--- config.mk ---
export PLATFORM = sky130hd
export DESIGN_NAME = shtq_mod
export DESIGN_NICKNAME = d
export VERILOG_FILES = /design/src/shtq_pkg.sv /design/src/shtq_mod.sv
export SDC_FILE = /design/constraint.sdc
export NUM_CORES = 1
export LEC_CHECK = 0
export BUFFER_PORTS_ARGS = -buffer_cell sky130_fd_sc_hd__buf_2
export CAP_MARGIN = 20
export CORE_MARGIN = 3
export CORE_UTILIZATION = 44
export DETAILED_ROUTE_END_ITERATION = 10
export PLACE_DENSITY = 0.66
export SLEW_MARGIN = 20
export SYNTH_ARGS = -nofsm -noshare
export SYNTH_HDL_FRONTEND = slang
export SYNTH_SLANG_ARGS = --single-unit
export TNS_END_PERCENT = 10
--- constraint.sdc ---
create_clock -name clk -period 5.9 [get_ports clk]
set_clock_uncertainty 0.1 [all_clocks]
set_input_delay 1.18 -clock clk [delete_from_list [all_inputs] [get_ports clk]]
set_output_delay 1.18 -clock clk [all_outputs]
set_load 0.01 [all_outputs]
--- src/shtq_pkg.sv ---
// ----------------------------------------------------------------------------
// shtq_pkg
// Shared constants and types of the quadratic-probe string hash table.
// ----------------------------------------------------------------------------
`timescale 1ns / 1ps
package shtq_pkg;
    localparam int TABLE_DEPTH   = 1024;
    localparam int MAX_KEY_CHARS = 20;
    localparam int SLOT_W  = $clog2(TABLE_DEPTH);
    localparam int SIZE_W  = SLOT_W + 1;
    localparam int CHAR_W  = 8;
    localparam int LEN_W   = $clog2(MAX_KEY_CHARS + 2);
    localparam int KPOS_W  = (MAX_KEY_CHARS > 1) ? $clog2(MAX_KEY_CHARS) : 1;
    localparam int KEY_W   = MAX_KEY_CHARS * CHAR_W;

    localparam logic [1:0] ST_OK      = 2'd0;
    localparam logic [1:0] ST_NOTFND  = 2'd1;
    localparam logic [1:0] ST_FULL    = 2'd2;
    localparam logic [1:0] ST_TOOLONG = 2'd3;

    localparam logic CMD_INSERT = 1'b0;
    localparam logic CMD_SEARCH = 1'b1;

    localparam logic [0:0] REG_MULT = 1'b0;
    localparam logic [0:0] REG_SIZE = 1'b1;

    typedef struct packed {
        logic [1:0]        status;
        logic [SLOT_W-1:0] slot;
    } shtq_result_t;
endpackage

--- src/shtq_mod.sv ---
// ----------------------------------------------------------------------------
// shtq_mod
// Sequential remainder of a 32-bit hash by the table size, one bit a cycle.
// ----------------------------------------------------------------------------
`timescale 1ns / 1ps
module shtq_mod
    import shtq_pkg::*;
(
    input  logic              clk,
    input  logic              rst_n,
    input  logic              start,
    input  logic [31:0]       dividend,
    input  logic [SIZE_W-1:0] divisor,
    output logic              done,
    output logic [SLOT_W-1:0] remainder
);
    logic [31:0]       quo_reg;
    logic [SIZE_W:0]   rem_reg;
    logic [5:0]        cnt_reg;
    logic              busy_reg;
    logic [SIZE_W:0]   trial;

    assign trial = {rem_reg[SIZE_W-1:0], quo_reg[31]};
    assign remainder = rem_reg[SLOT_W-1:0];

    always_ff @(posedge clk or negedge rst_n)
    begin
        if (!rst_n)
        begin
            busy_reg <= 1'b0;
            done     <= 1'b0;
            cnt_reg  <= '0;
        end
        else
        begin
            done <= 1'b0;
            if (start)
            begin
                busy_reg <= 1'b1;
                cnt_reg  <= 6'd32;
            end
            else if (busy_reg)
            begin
                cnt_reg <= cnt_reg - 6'd1;
                if (cnt_reg == 6'd1)
                begin
                    busy_reg <= 1'b0;
                    done     <= 1'b1;
                end
            end
        end
    end

    always_ff @(posedge clk)
    begin
        if (start)
        begin
            quo_reg <= dividend;
            rem_reg <= '0;
        end
        else if (busy_reg)
        begin
            quo_reg <= {quo_reg[30:0], 1'b0};
            if (trial >= {1'b0, divisor})
                rem_reg <= trial - {1'b0, divisor};
            else
                rem_reg <= trial;
        end
    end
endmodule

* Word level (Yosys, flattened, before mapping)
Cells that the tools add are included.
** Storage, ports and cells
- Word-level logic and storage cells :: 21
- Input port bits :: 46
- Flip-flop bits (word level) :: 51
- Output and inout port bits :: 11
** Operators by class
- Muxes and demuxes :: 11
- Add/sub/neg operators :: 2
- Order comparisons :: 1
- Reduce and logical (&&, ||, !) cells :: 1
- Equality and inequality tests :: 1
** Operators with widths (number)
- two-way mux 32 bit :: 2
- greater-or-equal comparator 12 x 11 -> 1 bit :: 1
- two-way mux 6 bit :: 2
- two-way mux 11 bit :: 1
- subtractor 11 bit :: 1
- == test 6 x 1 -> 1 bit (second input constant) :: 1
- two-way mux 1 bit :: 6
- subtractor 6 x 1 -> 6 bit (second input constant) :: 1
- nonzero test 2 bit :: 1

* Longest topological paths before layout
- Depth in word-level cells :: 4
- Gate-level depth with buffers :: 11

* Worst setup path after synthesis
OpenSTA, ideal clock, no wires.
- Path kind :: in2reg
- Start :: input port divisor[0]
- End :: register rem_reg[4]
- Path slack :: 2.617 ns
- Stages on the path :: 9
- Setup time :: 0.088 ns
- Path buffers :: 1
- Data required time :: 5.712 ns
- Data arrival time :: 3.095 ns
- Cell sequence :: ha_1 -> fa_1 -> nand2b_1 -> a21oi_2 -> a41oi_1 -> o211a_1 -> buf_6 -> or3_1 -> a311oi_2
** Between the ends
- Cells in the longest elaborated chain, start to end :: 2
- Elaborated cells between the ends (all ways) :: 3
** Ends and longest elaborated chain
- from (decl) :: RTL line shtq_mod.sv:13 : input logic [SIZE_W-1:0] divisor,
- subtractor 11 bit / greater-or-equal comparator 12 x 11 -> 1 bit (equally long branches) :: RTL line shtq_mod.sv:65, shtq_mod.sv:64
- two-way mux 11 bit * :: RTL line shtq_mod.sv:64 : if (trial >= {1'b0, divisor})
- to (signal assigned) :: RTL line shtq_mod.sv:65 : rem_reg <= trial - {1'b0, divisor};
- to (signal assigned) :: RTL line shtq_mod.sv:67 : rem_reg <= trial;
- to (decl) :: RTL line shtq_mod.sv:18 : logic [SIZE_W:0] rem_reg;
Mark *: on every way between the ends. The rest lies on a longest branch, timed or not.
A chain may end at the register's enable or synchronous reset.

* Final worst setup path
Ends and elaborated chain as after synthesis.

==> flow_summary.yaml <==
run_status:
  outcome: "completed"
grt:
  gr-total-overflow: 0
  antenna_found_initial: 0
  use_met3: 0.0378
  grt_pass1_wl_um: 8710
  busiest_layer: "met2"
  grt_max_degree: 54
  grt_use_met2: 0.222
  grt_use_total: 0.144
  grt_pass1_vias: 1898
  met1_usage: 0.202
logic_synthesis:
  synth_cell_types: 55
  synthTopCellsByArea: "edfxtp_1, mux2_2, dfxtp_1, dfrtp_1, ha_1"
  yosys.area.top_type: "edfxtp_1"
  async_reset_ff_frac: 0.157
  synth_top_cell_area_share: 0.333
  synth_fp_nets: 318
  synth_edf_count: 32
  synth.avg_cell_area_sq_um: 11.2
  synth-main-ff-cell: "edfxtp_1"
  synth.cells.most_frequent: "edfxtp_1, mux2_2, nor2_1"
  synth-warning-count: 0
  yosysMostFrequentCell: "edfxtp_1"
  seq_area_frac_synth: 0.478
  syn_inst: 258
  ys_ff_latch: 51
  netlist_area_sq_um: 2890
die:
  num_io_pins: 57
  start_util: 0.471
  fp-row-count: 28
  die_h_um: 87.0
  die_area_sq_um: 7570
  die_x_um: 87.0
  core_area_sq_um: 6130
critical_path:
  cp-end-kind: "flip-flop"
  crit_path_end: "rem_reg[4]"
  crit_path_start: "divisor[0]"
  path_class: "input pin to flip-flop"
  path_cells: "buf_2 > ha_1 > fa_1 > nand2b_1 > a21oi_2 > a41oi_1 > o211a_1 > or3_1 > a311oi_2"
  startpoint_type: "input pin"
  worstReg2RegStart: "quo_reg[31]"
  cp_num_cells: 9
  ff2ff_setup_slack_ns: 3.08
  cp_top_family: "compound AO/OA/AOI/OAI gates"
  r2r_end: "rem_reg[4]"
  required_ns: 6.01
  cp_slowest_stage_delay_ns: 0.48
  crit_arrival_ns: 3.54
  cp_slowest_cell: "o211a_1"
  rr_worst_depth: 9
  worst-path-buf-inv: 1
  worst-path-max-fanout: 17
clock_network:
  clk_pin_slew_worst_paths_ns: 0.09
  htree_levels: 2
  cts-root-buf: "clkbuf_8"
  cts_tree: "done"
  cts.sinks: 51
  cts_made_buffers: 5
  post_cts_buffers: 0
  insertion_delay_ns: 0.30
  ctsHoldBuffers: 0
  cts_resized: 0
  cts.path.max_buffers: 2
sta:
  drv_slew: 0
  rsz0062_at_grt: "no"
  period_share: 0.582
  max_freq_mhz: 291
  hold_viol: 0
  worst_pin_slew_ns: 1.01
  setup_viol: 0
  min_period_ns: 3.43
  fin_tns_setup_ns: 0
  slew_headroom: 0.328
pwr:
  peakVddDrop_mv: 0.185
  p_int_w: 0.000852
  power.leakage_nw: 1.44
  pwr-share-seq: 0.410
  p_switching_w: 0.000411
  cellPowerDensity_nw_per_um2: 388
  clockPowerShare: 0.224
  power_switching_share: 0.325
  comb_power_share: 0.366
run:
  drv_cap: 0
placement:
  gp_congestion: 0.795
  portBuffers: 56
  dp_hpwl_um: 3650
detailed_routing:
  wl_per_cell_um: 13.9
  routed_wl_um: 5190
  viasPerCell: 5.25
  vias: 1962
  drt_iter0_markers: 87
  post-route-drc-count: 0
  drtAntennaViolNets: 0
  dr.pass1.iters: 4
final_layout:
  multiInputGateArea_sq_um: 1300
  n_antenna_cell: 0
  area_delta_synth_final_pct: 12.8
  largest_reg_flops: 32
  regArea_sq_um: 1380
  post-route-util: 0.531
  drive_above_1_share: 0.331
  fill_cells: 573
  fin_nets: 358
hold_path:
  min-delay-path-class: "flip-flop to flip-flop"
  hold_depth: 2
-- power by group through the flow --
| stage | registers, W | logic [W] | clock network [W] |
|---|---|---|---|
| 2_1_floorplan | 0.000505 | 0.000414 | 0 |
| 3_3_place_gp | 0.000525 | 0.000457 | 0 |
| 3_5_place_dp | 0.000526 | 0.000463 | 0 |
| 4_1_cts | 0.000519 | 0.000466 | 0.000291 |
| 5_1_grt | 0.000532 | 0.000522 | 0.000302 |
| 6_report | 0.000518 | 0.000462 | 0.000283 |
-- worst register-to-register path: cells and delay by family (launching register included) --
kind	cells	cell delay, ns
adder cells (fa/ha/maj)	2	0.60
flip-flops	1	0.36
AO/OA/AOI/OAI	4	0.95
buffers and inverters	1	0.05
AND/OR/NAND/NOR	2	0.68
-- layout make-up --
class,instances,area share
flip-flops and latches,51,0.424
clock inverters,2,0.0184
clock buffers,6,0.0223
well taps,75,0.0288
multi-input cells,166,0.400
inverters,18,0.0207
repair buffers,56,0.0860
-- kinds of logic (layout without fill, tap and decap cells) --
| kind of cell | count (synthesis) | in the layout | share of synthesized area |
|---|---|---|---|
| xor+xnor | 8 | 8 | 0.0243 |
| fa+ha+maj | 14 | 14 | 0.0632 |
| flops | 51 | 51 | 0.478 |
| buf+inv | 41 | 82 | 0.0710 |
| mux | 38 | 38 | 0.145 |
| compound gates | 37 | 37 | 0.0979 |
| simple gates | 69 | 69 | 0.120 |
-- per-stage QoR --
step	area, sq um	instances	setup slack, ns	power, W	hold WS, ns
4_1_cts	3260	374	2.49	0.00128	0.394
6_report	3260	374	2.47	0.00126	0.389
3_3_place_gp	3130	366	2.26	0.000982	0.377
3_5_place_dp	3130	366	2.18	0.000989	0.381
5_1_grt	3260	374	2.35	0.00136	0.439
2_1_floorplan	2890	258	2.62	0.000920	0.361
-- worst min-delay path by stage --
| stage | from | to | slack, ns |
|---|---|---|---|
| after global placement | rem_reg[10] | rem_reg[10] | 0.38 |
| after detailed placement | rem_reg[10] | rem_reg[10] | 0.38 |
| final | rem_reg[10] | rem_reg[10] | 0.39 |
| after floorplan | rem_reg[10] | rem_reg[10] | 0.36 |
| after CTS | rem_reg[10] | rem_reg[10] | 0.39 |
| after global routing | rem_reg[10] | rem_reg[10] | 0.44 |
-- routing by layer --
metal | vias up | share of wire | routed length, um
met1 | 916 | 0.47 | 2420
met3 | 5 | 0.060 | 309
li1 | 1005 | - | -
met4 | 0 | 0.010 | 52
met5 | - | 0 | 0
met2 | 36 | 0.46 | 2410
-- placed cells by master (no fill, tap or decap), types with 2 or more instances in the layout --
| cell type | instances |
|---|---|
| dfxtp_1 | 11 |
| a311oi_1 | 4 |
| nor3_1 | 5 |
| nor2_1 | 29 |
| nand2_1 | 10 |
| inv_1 | 17 |
| dfrtp_1 | 8 |
| edfxtp_1 | 32 |
| ha_1 | 13 |
| o31a_1 | 2 |
| xor2_1 | 2 |
| clkbuf_8 | 5 |
| buf_2 | 56 |
| a21oi_1 | 7 |
| xnor2_1 | 6 |
| or4_1 | 2 |
| nand3_1 | 4 |
| nor2b_1 | 4 |
| a211oi_1 | 7 |
| mux2i_1 | 7 |
| mux2_2 | 31 |
| bufinv_16 | 2 |
| a31o_1 | 2 |
| and2_1 | 2 |
No activity file was read; power rests on OpenSTA's default activity.
